===== src/sv/bsfe_pkg.sv =====
`timescale 1ns / 1ps
// ----------------------------------------------------------------------------
// Byte-stuffed frame encoder package
// Shared types and constants for the frame encoder core: transfer payloads,
// the queued item descriptor, the emit phase of the back end and the
// configuration register map.
// ----------------------------------------------------------------------------
package bsfe_pkg;

    // Field widths of one input item
    localparam int BYTE_W = 8;
    localparam int LEN_W  = 6;
    localparam int SEQ_W  = 5;
    localparam int KIND_W = 5;

    // Configuration register map
    localparam int CFG_IDX_W = 1;
    localparam logic [CFG_IDX_W-1:0] CFG_CRC_POLY     = 1'd0;
    localparam logic [CFG_IDX_W-1:0] CFG_START_MARKER = 1'd1;

    localparam logic [BYTE_W-1:0] CRC_POLY_RESET     = 8'h07;
    localparam logic [BYTE_W-1:0] START_MARKER_RESET = 8'h7E;

    // Depth of the queue between front and back end
    localparam int QUEUE_DEPTH = 2;
    localparam int QPTR_W      = (QUEUE_DEPTH > 1) ? $clog2(QUEUE_DEPTH) : 1;
    localparam int QCNT_W      = $clog2(QUEUE_DEPTH + 1);

    // Input transfer payload
    typedef struct packed {
        logic [BYTE_W-1:0] payload_byte;
        logic              frame_start;
        logic              frame_end;
        logic [LEN_W-1:0]  length_field;
        logic [SEQ_W-1:0]  sequence_number;
        logic [KIND_W-1:0] frame_kind;
    } in_item_t;

    // Output transfer payload
    typedef struct packed {
        logic [BYTE_W-1:0] out_byte;
        logic              frame_done;
        logic              run_last;
    } out_item_t;

    // Classified item as held in the queue
    typedef struct packed {
        logic [BYTE_W-1:0] data_byte;
        logic              is_start;
        logic              is_end;
        logic              needs_fill;
        logic [BYTE_W-1:0] hdr_hi;
        logic [BYTE_W-1:0] hdr_lo;
    } desc_t;

    // Which byte of the current item the back end emits next
    typedef enum logic [2:0] {
        PH_ENTRY,
        PH_MARK,
        PH_H1,
        PH_H2,
        PH_DATA,
        PH_FILL,
        PH_CRC
    } phase_t;

endpackage


===== src/sv/bsfe_front.sv =====
`timescale 1ns / 1ps
// ----------------------------------------------------------------------------
// Frame encoder front end
// Accepts input transfers while the queue has room and classifies each item:
// packs the two header bytes and flags whether a fill byte must follow.
// ----------------------------------------------------------------------------
module bsfe_front #(
    parameter int MAX_PAYLOAD = 63
) (
    input  logic             up_valid,
    output logic             up_stall,
    input  bsfe_pkg::in_item_t up_item,
    input  logic             queue_full,
    output logic             push,
    output bsfe_pkg::desc_t  push_desc
);
    import bsfe_pkg::*;

    localparam logic [LEN_W-1:0]  LEN_CAP   = LEN_W'(MAX_PAYLOAD);
    localparam logic [BYTE_W-1:0] ESC_A     = 8'h88;
    localparam logic [BYTE_W-1:0] ESC_B     = 8'h81;

    logic [LEN_W-1:0] len_sat;

    // Handshake: take an item whenever the queue can hold it
    assign up_stall = queue_full;
    assign push     = up_valid && !queue_full;

    // Header length saturates at the largest payload size
    assign len_sat = (up_item.length_field > LEN_CAP) ? LEN_CAP : up_item.length_field;

    // Classification of the item
    always_comb
    begin
        push_desc.data_byte  = up_item.payload_byte;
        push_desc.is_start   = up_item.frame_start;
        push_desc.is_end     = up_item.frame_end;
        push_desc.needs_fill = (up_item.payload_byte == ESC_A) ||
                               (up_item.payload_byte == ESC_B);
        push_desc.hdr_hi     = {len_sat, up_item.sequence_number[4:3]};
        push_desc.hdr_lo     = {up_item.sequence_number[2:0], up_item.frame_kind};
    end

endmodule


===== src/sv/bsfe_queue.sv =====
`timescale 1ns / 1ps
// ----------------------------------------------------------------------------
// Frame encoder item queue
// A short first-in first-out queue of classified items between the front and
// back ends, so that each side can stall on its own.
// ----------------------------------------------------------------------------
module bsfe_queue (
    input  logic            clk,
    input  logic            rst_n,
    input  logic            push,
    input  bsfe_pkg::desc_t push_desc,
    input  logic            pop,
    output logic            full,
    output logic            head_valid,
    output bsfe_pkg::desc_t head
);
    import bsfe_pkg::*;

    localparam logic [QPTR_W-1:0] PTR_LAST = QPTR_W'(QUEUE_DEPTH - 1);
    localparam logic [QCNT_W-1:0] CNT_FULL = QCNT_W'(QUEUE_DEPTH);

    desc_t             entry_reg [QUEUE_DEPTH];
    logic [QPTR_W-1:0] wr_ptr_reg, wr_ptr_next;
    logic [QPTR_W-1:0] rd_ptr_reg, rd_ptr_next;
    logic [QCNT_W-1:0] count_reg, count_next;

    assign full       = (count_reg == CNT_FULL);
    assign head_valid = (count_reg != '0);
    assign head       = entry_reg[rd_ptr_reg];

    // Pointer and count update
    always_comb
    begin
        wr_ptr_next = wr_ptr_reg;
        rd_ptr_next = rd_ptr_reg;
        count_next  = count_reg;
        if (push)
        begin
            wr_ptr_next = (wr_ptr_reg == PTR_LAST) ? '0 : wr_ptr_reg + 1'b1;
        end
        if (pop)
        begin
            rd_ptr_next = (rd_ptr_reg == PTR_LAST) ? '0 : rd_ptr_reg + 1'b1;
        end
        if (push && !pop)
        begin
            count_next = count_reg + 1'b1;
        end
        else if (pop && !push)
        begin
            count_next = count_reg - 1'b1;
        end
    end

    always_ff @(posedge clk or negedge rst_n)
    begin
        if (!rst_n)
        begin
            wr_ptr_reg <= '0;
            rd_ptr_reg <= '0;
            count_reg  <= '0;
        end
        else
        begin
            wr_ptr_reg <= wr_ptr_next;
            rd_ptr_reg <= rd_ptr_next;
            count_reg  <= count_next;
        end
    end

    // Entry storage needs no reset
    always_ff @(posedge clk)
    begin
        if (push)
        begin
            entry_reg[wr_ptr_reg] <= push_desc;
        end
    end

endmodule


===== src/sv/bsfe_back.sv =====
`timescale 1ns / 1ps
// ----------------------------------------------------------------------------
// Frame encoder back end
// Walks the head item of the queue one output byte per cycle unless the output
// stalls: marker, header, data, fill and CRC as the item needs, updating the
// running CRC on every byte from header to fill, into a registered output stage.
// ----------------------------------------------------------------------------
module bsfe_back (
    input  logic                clk,
    input  logic                rst_n,
    input  logic                head_valid,
    input  bsfe_pkg::desc_t     head,
    output logic                pop,
    input  logic [7:0]          crc_poly,
    input  logic [7:0]          start_marker,
    output logic                dn_valid,
    input  logic                dn_stall,
    output bsfe_pkg::out_item_t dn_item
);
    import bsfe_pkg::*;

    localparam logic [BYTE_W-1:0] FILL_BYTE = 8'hFF;

    phase_t            phase_reg, phase_next;
    phase_t            cur_phase;
    phase_t            step_next;
    logic [BYTE_W-1:0] crc_reg, crc_next;
    logic [BYTE_W-1:0] crc_fed;
    logic [BYTE_W-1:0] emit_byte;
    logic              emit_done;
    logic              emit_last;
    logic              feed_crc;
    logic              clear_crc;
    logic              load;
    logic              dn_valid_reg, dn_valid_next;
    out_item_t         dn_item_reg;

    // One MSB-first CRC-8 update over a whole byte
    function automatic logic [7:0] crc_feed(input logic [7:0] crc,
                                            input logic [7:0] data,
                                            input logic [7:0] poly);
        logic [7:0] c;
        c = crc ^ data;
        for (int i = 0; i < 8; i++)
        begin
            c = c[7] ? ((c << 1) ^ poly) : (c << 1);
        end
        return c;
    endfunction

    // A byte of a queued item goes out when the output stage is empty or draining
    assign load = head_valid && (!dn_valid_reg || !dn_stall);

    // At the start of an item the phase follows its start flag; an empty queue
    // holds no valid flag to look at.
    assign cur_phase = (phase_reg == PH_ENTRY)
                     ? ((head_valid && head.is_start) ? PH_MARK : PH_DATA)
                     : phase_reg;

    assign crc_fed = crc_feed(crc_reg, emit_byte, crc_poly);

    // Phase sequencing and byte selection
    always_comb
    begin
        emit_byte = head.data_byte;
        emit_done = 1'b0;
        emit_last = 1'b0;
        feed_crc  = 1'b0;
        clear_crc = 1'b0;
        step_next = PH_ENTRY;
        unique case (cur_phase)
            PH_MARK:
            begin
                emit_byte = start_marker;
                clear_crc = 1'b1;
                step_next = PH_H1;
            end
            PH_H1:
            begin
                emit_byte = head.hdr_hi;
                feed_crc  = 1'b1;
                step_next = PH_H2;
            end
            PH_H2:
            begin
                emit_byte = head.hdr_lo;
                feed_crc  = 1'b1;
                step_next = PH_DATA;
            end
            PH_DATA:
            begin
                emit_byte = head.data_byte;
                feed_crc  = 1'b1;
                emit_last = !head.needs_fill && !head.is_end;
                step_next = head.needs_fill ? PH_FILL : (head.is_end ? PH_CRC : PH_ENTRY);
            end
            PH_FILL:
            begin
                emit_byte = FILL_BYTE;
                feed_crc  = 1'b1;
                emit_last = !head.is_end;
                step_next = head.is_end ? PH_CRC : PH_ENTRY;
            end
            PH_CRC:
            begin
                emit_byte = crc_reg;
                emit_done = 1'b1;
                emit_last = 1'b1;
                clear_crc = 1'b1;
                step_next = PH_ENTRY;
            end
            PH_ENTRY:
            begin
                step_next = PH_ENTRY;
            end
        endcase

        phase_next = load ? step_next : phase_reg;

        crc_next = crc_reg;
        if (load && clear_crc)
        begin
            crc_next = '0;
        end
        else if (load && feed_crc)
        begin
            crc_next = crc_fed;
        end
    end

    assign pop = load && emit_last;

    // Output stage occupancy
    always_comb
    begin
        dn_valid_next = dn_valid_reg;
        if (load)
        begin
            dn_valid_next = 1'b1;
        end
        else if (!dn_stall)
        begin
            dn_valid_next = 1'b0;
        end
    end

    always_ff @(posedge clk or negedge rst_n)
    begin
        if (!rst_n)
        begin
            phase_reg    <= PH_ENTRY;
            crc_reg      <= '0;
            dn_valid_reg <= 1'b0;
        end
        else
        begin
            phase_reg    <= phase_next;
            crc_reg      <= crc_next;
            dn_valid_reg <= dn_valid_next;
        end
    end

    // Output payload needs no reset
    always_ff @(posedge clk)
    begin
        if (load)
        begin
            dn_item_reg.out_byte   <= emit_byte;
            dn_item_reg.frame_done <= emit_done;
            dn_item_reg.run_last   <= emit_last;
        end
    end

    assign dn_valid = dn_valid_reg;
    assign dn_item  = dn_item_reg;

    // An item part-way through emission stays at the head of the queue
    a_mid_item_held: assert property (@(posedge clk) disable iff (!rst_n)
        (phase_reg != PH_ENTRY) |-> head_valid)
        else $error("item left the queue before all its bytes were sent");

    // Finishing an item returns the sequencer to its entry point
    a_pop_resets_phase: assert property (@(posedge clk) disable iff (!rst_n)
        pop |=> (phase_reg == PH_ENTRY))
        else $error("phase not back at entry after an item finished");

    // The CRC byte always closes the item's run of bytes
    a_crc_is_last: assert property (@(posedge clk) disable iff (!rst_n)
        (load && emit_done) |-> pop)
        else $error("CRC byte emitted without finishing the item");

    // A marker restarts the running CRC
    a_marker_clears_crc: assert property (@(posedge clk) disable iff (!rst_n)
        (load && (cur_phase == PH_MARK)) |=> (crc_reg == '0))
        else $error("running CRC not cleared by the start marker");

endmodule


===== src/sv/byte_stuffed_frame_encoder_core.sv =====
`timescale 1ns / 1ps
// ----------------------------------------------------------------------------
// Byte-stuffed frame encoder core
// Encodes payload bytes into framed, byte-stuffed output with a CRC-8 trailer.
// ----------------------------------------------------------------------------
// Each accepted payload byte produces one to six output bytes: the start
// marker and two header bytes when it opens a frame, the byte itself, a 0xFF
// fill after 0x88 or 0x81, and the CRC-8 when it closes a frame. The back end
// emits one output byte per cycle while it holds an item and the output is
// not stalled; with the output never stalled, a plain data byte is taken
// every cycle. A two-item queue decouples input from output; when the queue
// is empty the first byte of an item passes through the queue entry and then
// the registered output stage before it is presented. The CRC is MSB-first,
// starts from zero and covers every byte from the header to the fill, so a
// receiver running the same CRC over those bytes and the CRC byte ends at
// zero. Write the polynomial and marker registers only while the core is
// idle.
// ----------------------------------------------------------------------------
module byte_stuffed_frame_encoder_core #(
    parameter int MAX_PAYLOAD = 63
) (
    input  logic                                clk,
    input  logic                                rst_n,
    input  logic                                cfg_we,
    input  logic [bsfe_pkg::CFG_IDX_W-1:0]      cfg_index,
    input  logic [bsfe_pkg::BYTE_W-1:0]         cfg_data,
    input  logic                                up_valid,
    output logic                                up_stall,
    input  bsfe_pkg::in_item_t                  up_item,
    output logic                                dn_valid,
    input  logic                                dn_stall,
    output bsfe_pkg::out_item_t                 dn_item
);
    import bsfe_pkg::*;

    logic [BYTE_W-1:0] crc_poly_reg, crc_poly_next;
    logic [BYTE_W-1:0] start_marker_reg, start_marker_next;
    logic              push;
    desc_t             push_desc;
    logic              queue_full;
    logic              head_valid;
    desc_t             head;
    logic              pop;

    // Configuration registers
    always_comb
    begin
        crc_poly_next     = crc_poly_reg;
        start_marker_next = start_marker_reg;
        if (cfg_we)
        begin
            unique case (cfg_index)
                CFG_CRC_POLY:     crc_poly_next     = cfg_data;
                CFG_START_MARKER: start_marker_next = cfg_data;
            endcase
        end
    end

    always_ff @(posedge clk or negedge rst_n)
    begin
        if (!rst_n)
        begin
            crc_poly_reg     <= CRC_POLY_RESET;
            start_marker_reg <= START_MARKER_RESET;
        end
        else
        begin
            crc_poly_reg     <= crc_poly_next;
            start_marker_reg <= start_marker_next;
        end
    end

    // Front end: acceptance and classification
    bsfe_front #(
        .MAX_PAYLOAD (MAX_PAYLOAD)
    ) u_front (
        .up_valid   (up_valid),
        .up_stall   (up_stall),
        .up_item    (up_item),
        .queue_full (queue_full),
        .push       (push),
        .push_desc  (push_desc)
    );

    // Queue between the two ends
    bsfe_queue u_queue (
        .clk        (clk),
        .rst_n      (rst_n),
        .push       (push),
        .push_desc  (push_desc),
        .pop        (pop),
        .full       (queue_full),
        .head_valid (head_valid),
        .head       (head)
    );

    // Back end: byte sequencing, CRC and output stage
    bsfe_back u_back (
        .clk          (clk),
        .rst_n        (rst_n),
        .head_valid   (head_valid),
        .head         (head),
        .pop          (pop),
        .crc_poly     (crc_poly_reg),
        .start_marker (start_marker_reg),
        .dn_valid     (dn_valid),
        .dn_stall     (dn_stall),
        .dn_item      (dn_item)
    );

endmodule

===== config.mk =====
export PLATFORM = sky130hd
export DESIGN_NAME = byte_stuffed_frame_encoder_core
export DESIGN_NICKNAME = d
export VERILOG_FILES = /design/src/sv/bsfe_pkg.sv /design/src/sv/bsfe_front.sv /design/src/sv/bsfe_queue.sv /design/src/sv/bsfe_back.sv /design/src/sv/byte_stuffed_frame_encoder_core.sv
export SDC_FILE = /design/constraint.sdc
export NUM_CORES = 1
export LEC_CHECK = 0
export ABC_AREA = 1
export BUFFER_PORTS_ARGS = -buffer_cell sky130_fd_sc_hd__buf_4
export CAP_MARGIN = 20
export CORE_MARGIN = 10
export CORE_UTILIZATION = 30
export CTS_CLUSTER_DIAMETER = 100
export CTS_CLUSTER_SIZE = 30
export DETAILED_ROUTE_END_ITERATION = 7
export GPL_TIMING_DRIVEN = 0
export PLACE_DENSITY_LB_ADDON = 0.25
export SYNTH_ARGS = -nofsm -noshare
export SYNTH_HDL_FRONTEND = slang
export SYNTH_SLANG_ARGS = --single-unit
export TNS_END_PERCENT = 20

===== constraint.sdc =====
create_clock -name clk -period 7.6 [get_ports clk]
set_clock_uncertainty 0.15 [all_clocks]
set_input_delay 2.28 -clock clk [delete_from_list [all_inputs] [get_ports clk]]
set_output_delay 2.28 -clock clk [all_outputs]
set_load 0.05 [all_outputs]

==> results of run 1 <==
## final timing paths
check                      cells after the start  slack [ps]            startpoint                  to
hold reg to reg                                2         340  u_queue.count_reg[1]     u_back.dn_valid
hold / removal                                 2         340  u_queue.count_reg[1]     u_back.dn_valid
setup reg to reg                              25        3460    u_queue.rd_ptr_reg   u_back.crc_reg[4]
setup / recovery                              25        3460    u_queue.rd_ptr_reg   u_back.crc_reg[4]
min in group asynchronous                      1        1700                 rst_n  u_queue.wr_ptr_reg
max in group asynchronous                      1        5240                 rst_n     crc_poly_reg[0]
## logic make-up (layout without fill, tap and decap cells)
family / after synthesis / count (layout) / synth area share (%)
fa+ha+maj: 1 / 1 / 0.223
simple gates: 369 / 369 / 31.4
compound gates: 63 / 63 / 5.81
xor+xnor: 33 / 33 / 5.74
flops: 96 / 96 / 48.6
buf+inv: 108 / 169 / 8.17
## metrics by stage
step	std cells	utilization [%]	hold slack, ps	setup slack [ps]	area, sq um
2_1_floorplan	670	-	302	3450	5620
3_3_place_gp	949	33.6	315	2570	6250
3_5_place_dp	949	33.7	330	3300	6270
4_1_cts	965	35.3	346	3400	6560
5_1_grt	965	35.3	373	3010	6560
6_report	965	35.3	342	3460	6560
## placed cells by master (no fill, tap or decap), types with 13 or more instances in the layout
cell and n:
nand2_1 213, inv_1 69, edfxtp_1 64, nand3_1 62, buf_4 48, o21ai_0 35, nor2_1 30, dfrtp_1 23
nand2_2 22, a21oi_1 18, xor2_1 16, xnor2_1 14, clkbuf_1 13
## layer usage
metal	vias to the layer above	GRT usage [%]
li1	2257	-
met3	8	1.99
met5	-	0
met2	71	18.3
met1	2011	15.5
met4	0	3.82
## critical path: stages, from the launching register on
cell and delay, ps:
dfrtp_1 370, buf_6 150, inv_6 100, buf_2 230
buf_1 370, nand2_1 90, a21oi_1 150, nor3_1 80
nand3_1 90, nand2_1 150, xor2_1 280, xnor2_1 170
xor2_1 290, xnor2_1 150, o21ai_0 90, nand2_1 80
nor2_1 40, nor2_1 150, nor2_1 80, nor2_2 160
nand3_1 100, nand2_2 130, buf_6 140, nand3_1 80
nand3_1 110, nand2_1 60
## area by class of cell
| cell class | instances | area (sq um) |
|---|---|---|
| Timing Repair Buffer | 45 | 338 |
| Buffer | 26 | 139 |
| Inverter | 82 | 320 |
| Sequential cell | 96 | 2730 |
| Tap cell | 234 | 293 |
| Multi-Input combinational cell | 466 | 2440 |
| Clock buffer | 10 | 229 |
| Clock inverter | 6 | 60.1 |
| Fill cell | 1917 | 12000 |
==> results.md, run 1 <==
* Area Growth Syn to Fin at 16.6%
* First-pass DRT Iterations at 6
* Die area at 24600 sq um
* Cell taking the most area after synthesis: edfxtp_1
* Dominant cell by count in the synthesized netlist: nand2_1
* TNS Setup at 0 ps
* Crit. End Element: flop
* I/O Pins at 52
* Inserted Diodes at 0
* Tcrit/Tclk final at 54.5%
* PortBufs at 45
* Wire length on met3 at 405 um
* Fmax at 0.241 GHz
* WL met2 at 6520 um
* Setup-failing EPs final at 0
* Net Count, Synth at 711
* Part of the Yosys area used for sequential elements at 48.6%
* GRT Overall Usage at 11.5%
* Mapped Cells at 670
* Ys async rst share at 33.3%
* Routed len/inst at 14.4 um
* Outcome: finished clean
* Layout cell share with drive strength beyond 1 at 20.2%
* Post-CTS Setup Bufs at 0
* Worst-Skew Late Latency at 350 ps
* H-tree Lvls at 3
* Min Tclk post-route at 4140 ps
* Global-route wire length before repair at 22000 um
* GPL Wtd Cong at 0.846
* Syn Std Cell Area at 5620 sq um
* M1 wire length at 6800 um
* RSZ-0062 raised after global routing: no
* Number of CTS-inserted buffers at 9
* Hold buffers post-CTS at 0
* Dominant synthesized flop cell: edfxtp_1
* Post-synth EDFFs at 64
* Avg Cell Area, Syn at 8.39 sq um
* Max Cap Viol at 0
* Worst Path Class, Setup: reg -> reg
* Remaining Overflow, GRT at 0
* Final hold violation count at 0
* Vias in the first global route at 4077
* Clock input transition at the sequential cells of the worst setup and hold paths at 80 ps
* Vias per Instance at 4.50
* Sink Count at 96
* Min-Delay Path Class: reg -> reg
* CP arrival at 4240 ps
* Worst-margin pin slew at 970 ps
* Root Buffer: clkbuf_16
* DR top layer: met4
* 1st-iter DRT viols at 202
* Post-synth cell types at 41
* Final ANT Viol Nets at 0
* Max FFs per register at 54
* Pin count of the biggest net entering global routing at 33
* Register bit total from synthesis at 96
* Core ar. at 18600 sq um
* Slew Viols, Final at 0
* CTS-repair resized insts at 0
* Residual DRC at 0
* Initial antenna violation count at 0
* TritonCTS clock tree: done
* Slew margin rel. at 34.8%
* Critical Path Start Type: flop
* Die W at 157 um
* Row Count at 50
* Yosys top cell area share at 34.2%
* Via count at 4347
* Starting Density at 30.3%
* Commonest cells in the synthesized netlist: 213 x nand2_1, 69 x inv_1, 64 x edfxtp_1
* YS warnings at 0
* Final WL at 13900 um
* Chip Height at 157 um
* Largest cells by area after synthesis: edfxtp_1 34%, nand2_1 14%, dfrtp_1 10%
* Layout net count at 767
* Worst Path Max Fanout at 10
* Worst EP required at 7700 ps
* Post-DP HPWL at 10500 um
* Clk buf depth at 2
Power of run 1 is left out: the tool's default activity adds up to more than one toggle a clock period on the data nets, which glitch-free logic cannot reach.
==> inputs of run 2 (changes only) <==
==> constraint.sdc (replaced) <==
create_clock -name clk -period 4 [get_ports clk]
set_clock_uncertainty 0.15 [all_clocks]
set_input_delay 1.2 -clock clk [delete_from_list [all_inputs] [get_ports clk]]
set_output_delay 1.2 -clock clk [all_outputs]
set_load 0.05 [all_outputs]
==> run 2 against run 1 <==
Against the previous run:
- worst setup slack got worse by 3400 ps
- sequential share of layout area decreased by 3.7 points
- register-to-register slack got worse by 3400 ps
- design area increased by 9.8%
- first-iteration DRC count increased by 23%
- non-clock buffer count increased by 33
- die area unchanged
- critical path type unchanged
- critical endpoint is now u_back.crc_reg[1]
- largest cell class is now multi-input combinational cells
==> results.md, run 2 (synthesis results as in run 1) <==
* Outcome: finished clean
* Worst-Skew Late Latency at 350 ps
* R2r startpoint: u_back.phase_reg[0]
* Min Tclk post-route at 3960 ps
* Worst EP required at 4100 ps
* Clock input transition at the sequential cells of the worst setup and hold paths at 70 ps
* H-tree Lvls at 3
* Setup slack after layout at 35.4 ps
* R2R Path End: u_back.crc_reg[1]
* TritonCTS clock tree: done
* Crit. End Element: flop
* Initial antenna violation count at 0
* HP Start: u_queue.count_reg[1]
* Max incr delay on CP at 470 ps
* Inserted Diodes at 0
* Slew Viols, Final at 0
* Worst Path Class, Setup: reg -> reg
* Slowest cell on the critical path: dfrtp_2
* Setup-failing EPs final at 0
* Worst reg-to-reg path cell count at 33
* Tcrit/Tclk final at 99.1%
* Number of CTS-inserted buffers at 9
* Routed len/inst at 14.6 um
* Dpl ws at -172 ps
* Layout net count at 802
* Via count at 4535
* Min-Delay Endpoint: u_back.dn_valid
* Die area at 24600 sq um
* Chip Height at 157 um
* Worst-margin pin slew at 1250 ps
* Vias in the first global route at 4158
* Core ar. at 18600 sq um
* Worst Hold Path Cells at 2
* GRT Overall Usage at 11.6%
* R2R Setup Slk at 40 ps
* GPL Wtd Cong at 0.846
* CP arrival at 4060 ps
* RSZ-0062 raised after global routing: yes
* Most common library cell in the layout ignoring fill and taps: nand2_1
* Sink Count at 96
* Most frequent CP cell: nand2_2
* Final ANT Viol Nets at 0
* Critical Path Start Type: flop
* Final WL at 14600 um
* First-pass DRT Iterations at 7
* I/O Pins at 52
* Max Cap Viol at 0
* Root Buffer: clkbuf_16
* Starting Density at 30.3%
* Die W at 157 um
* Final hold violation count at 0
* Vias per Instance at 4.54
* Row Count at 50
* Max FFs per register at 54
* Worst Path Max Fanout at 8
* Area Growth Syn to Fin at 28.1%
* Most frequent cells in the layout: 187 x nand2_1, 73 x buf_4, 69 x inv_1
* Fmax at 0.252 GHz
* Global-route wire length before repair at 22200 um
* Layout cell share with drive strength beyond 1 at 31.3%
* Min-Delay Path Class: reg -> reg
* Residual DRC at 0
* Post-DP HPWL at 10500 um
* Clk buf depth at 2
* Remaining Overflow, GRT at 0
* Hold WS at 342 ps
* 1st-iter DRT viols at 249
* Pin count of the biggest net entering global routing at 33
* PortBufs at 45
* Slew margin rel. at 16.2%
## run 2: routing by layer
| layer | vias to the layer above | GRT usage (%) | part of all wire, % |
|---|---|---|---|
| met5 | - | 0 | 0 |
| met4 | 0 | 3.82 | 1.3 |
| met3 | 11 | 1.99 | 3.5 |
| met2 | 82 | 18.5 | 48 |
| met1 | 2111 | 15.5 | 48 |
| li1 | 2331 | - | - |
## run 2: through the flow
stage          TNS (ps)  std cells  instance area, sq um  util (%)
6_report              0       1000                  7200      38.7
3_5_place_dp      -1130        949                  6270      33.7
5_1_grt           -1470       1000                  7200      38.7
2_1_floorplan         0        670                  5620         -
3_3_place_gp      -1210        949                  6250      33.6
4_1_cts               0        972                  6660      35.9
## run 2: timing repair
action / CTS / global route
setup endpoints to repair: 8 / 8
hold buffers: 0 / 0
cloned: 0 / 5
pin swaps: 9 / 57
gates resized for setup: 14 / 78
endpoints found under the hold margin: 0 / 0
buffers inserted: 8 / 23
## run 2: area by class of cell
cell class                      instances  area, sq um
Inverter                               82          335
Buffer                                 25          146
Tap cell                              234          293
Clock buffer                           10          229
Multi-Input combinational cell        467         2770
Sequential cell                        96         2740
Clock inverter                          6         60.1
Timing Repair inverter                  1         8.76
Timing Repair Buffer                   79          622
Fill cell                            1871        11400
## run 2: critical path: cells and delay by family (launching register included)
kind | cells | cell delay (ps)
AND/OR/NAND/NOR | 24 | 2370
buffers and inverters | 8 | 660
flip-flops | 1 | 470
XOR/XNOR | 1 | 190
## run 2: how the worst max path moves through the flow
stage / start / to / slack, ps / depth (start not counted)
6_report: u_back.phase_reg[0] / u_back.crc_reg[1] / 40 / 33
5_1_grt: u_queue.rd_ptr_reg / u_back.crc_reg[6] / -210 / 37
4_1_cts: u_queue.rd_ptr_reg / u_back.crc_reg[6] / 2 / 37
3_5_place_dp: u_queue.rd_ptr_reg / u_back.crc_reg[6] / -170 / 33
3_3_place_gp: u_queue.rd_ptr_reg / u_back.crc_reg[3] / -180 / 25
2_1_floorplan: u_queue.rd_ptr_reg / u_back.crc_reg[3] / 500 / 35
Power of run 2 is left out for the same reason.
==> inputs of run 3 (changes only) <==
--- a/config.mk
+++ b/config.mk
@@ -8,13 +8,15 @@
 export ABC_AREA = 1
 export BUFFER_PORTS_ARGS = -buffer_cell sky130_fd_sc_hd__buf_4
 export CAP_MARGIN = 20
-export CORE_MARGIN = 10
+export CORE_ASPECT_RATIO = 0.7
+export CORE_MARGIN = 1.5
 export CORE_UTILIZATION = 30
 export CTS_CLUSTER_DIAMETER = 100
 export CTS_CLUSTER_SIZE = 30
 export DETAILED_ROUTE_END_ITERATION = 7
 export GPL_TIMING_DRIVEN = 0
 export PLACE_DENSITY_LB_ADDON = 0.25
+export SKIP_CTS_REPAIR_TIMING = 1
 export SYNTH_ARGS = -nofsm -noshare
 export SYNTH_HDL_FRONTEND = slang
 export SYNTH_SLANG_ARGS = --single-unit
==> run 3 against run 2 <==
Against the previous run:
- first-iteration DRC count grew 33%
- fmax is essentially flat
- core utilization grew 0.44 points
- register-to-register slack is essentially flat
- worst hold slack gained 3.6 ps
- non-clock buffer count shrank 9
- worst setup slack lost 3.2 ps
- routed wire length shrank 2.1%
==> results.md, run 3 (synthesis results as in run 1) <==
* Post-route cell area at 7120 sq um
* Sink Count at 96
* CP arrival at 4050 ps
* Slew Viols, Final at 0
* HP Start: u_queue.count_reg[1]
* Worst Path Max Fanout at 6
* Global-route wire length before repair at 22200 um
* Slew margin rel. at 38.4%
* Vias per Instance at 4.57
* RSZ-0062 raised after global routing: yes
* Outcome: finished clean
* Min Tclk post-route at 3970 ps
* Critical Path Start Type: flop
* Row Count at 41
* Dpl ws at -261 ps
* Layout net count at 791
* Inserted Diodes at 0
* Fmax at 0.252 GHz
* Most common library cell in the layout ignoring fill and taps: nand2_1
* Min-Delay Endpoint: u_back.dn_valid
* Max incr delay on CP at 390 ps
* Worst reg-to-reg path cell count at 33
* Tcrit/Tclk final at 99.2%
* Clock input transition at the sequential cells of the worst setup and hold paths at 80 ps
* Final ANT Viol Nets at 0
* Non-filler cells in the finished layout at 991
* Final WL at 14300 um
* Die area at 19600 sq um
* Number of CTS-inserted buffers at 9
* R2R Path End: u_back.crc_reg[7]
* Layout cell share with drive strength beyond 1 at 28.9%
* Worst EP required at 4080 ps
* Initial antenna violation count at 0
* Most frequent CP cell: nand3_4
* Worst-margin pin slew at 917 ps
* H-tree Lvls at 3
* First-pass DRT Iterations at 7
* Placed Cells at 951
* Min-Delay Path Class: reg -> reg
* Core ar. at 18200 sq um
* TritonCTS clock tree: done
* Max FFs per register at 54
* CP startpoint: u_queue.rd_ptr_reg
* Remaining Overflow, GRT at 0
* Top delay family on crit path: simple AND/OR/NAND/NOR gates
* Root Buffer: clkbuf_16
* Chip Height at 118 um
* Crit. End Element: flop
* Post-DP HPWL at 10500 um
* R2R Setup Slk at 30 ps
* Worst Path Class, Setup: reg -> reg
* R2r startpoint: u_queue.rd_ptr_reg
* Clk buf depth at 2
* I/O Pins at 52
* Most frequent cells in the layout: 191 x nand2_1, 68 x inv_1, 64 x edfxtp_1
* Routed len/inst at 14.4 um
* GRT Overall Usage at 14.6%
* Worst-Skew Late Latency at 340 ps
* TNS Setup at 0 ps
* 1st-iter DRT viols at 331
* Area Growth Syn to Fin at 26.6%
* Final hold violation count at 0
* GPL Wtd Cong at 0.822
* Residual DRC at 0
* Vias in the first global route at 4230
* Setup-failing EPs final at 0
* Via count at 4532
* Max Cap Viol at 0
* CP Buf/Inv Count at 9
* Slowest cell on the critical path: dfrtp_1
* Worst Hold Path Cells at 2
* Pin count of the biggest net entering global routing at 33
* PortBufs at 45
* Starting Density at 31.0%
* Post-Place Cell Area at 6270 sq um
* Setup slack after layout at 32.1 ps
* Die W at 167 um
[run 3: area by class of cell]
type | instances | area [sq um]
timing repair buffer | 69 | 592
multi-input combinational | 466 | 2710
clock inverter | 7 | 61.3
sequential | 96 | 2740
buffer | 26 | 159
inverter | 82 | 335
fill | 1890 | 11000
tap | 236 | 295
clock buffer | 9 | 225
[run 3: metal layers]
metal | up-vias | routed length (um) | GRT usage, % | share of wire (%)
li1 | 2308 | - | - | -
met1 | 2129 | 7920 | 23.5 | 56
met2 | 83 | 5680 | 19.6 | 40
met3 | 12 | 530 | 2.76 | 3.7
met4 | 0 | 133 | 3.30 | 0.93
met5 | - | 0 | 0 | 0
[run 3: through the flow]
stage          util (%)  hold slack (ps)
6_report           39.2              346
5_1_grt            39.2              378
4_1_cts            36.1              353
3_5_place_dp       34.5              326
3_3_place_gp       34.4              320
2_1_floorplan         -              302
[run 3: worst max-delay path by stage]
| stage | end | slack, ps | cells after the start |
|---|---|---|---|
| 2_1_floorplan | u_back.crc_reg[3] | 500 | 35 |
| 3_3_place_gp | u_back.crc_reg[3] | -240 | 27 |
| 5_1_grt | u_back.crc_reg[7] | -280 | 37 |
| 6_report | u_back.crc_reg[7] | 30 | 33 |
| 4_1_cts | u_back.crc_reg[3] | -300 | 33 |
| 3_5_place_dp | u_back.crc_reg[3] | -260 | 33 |
[run 3: worst register-to-register path: cells and delay by family (launching register included)]
family,cells,cell delay (ps)
DFF,1,390
buffers and inverters,9,890
and+or+nand+nor,23,2380
AOI/OAI and AO/OA,1,70
Power of run 3 is left out for the same reason.
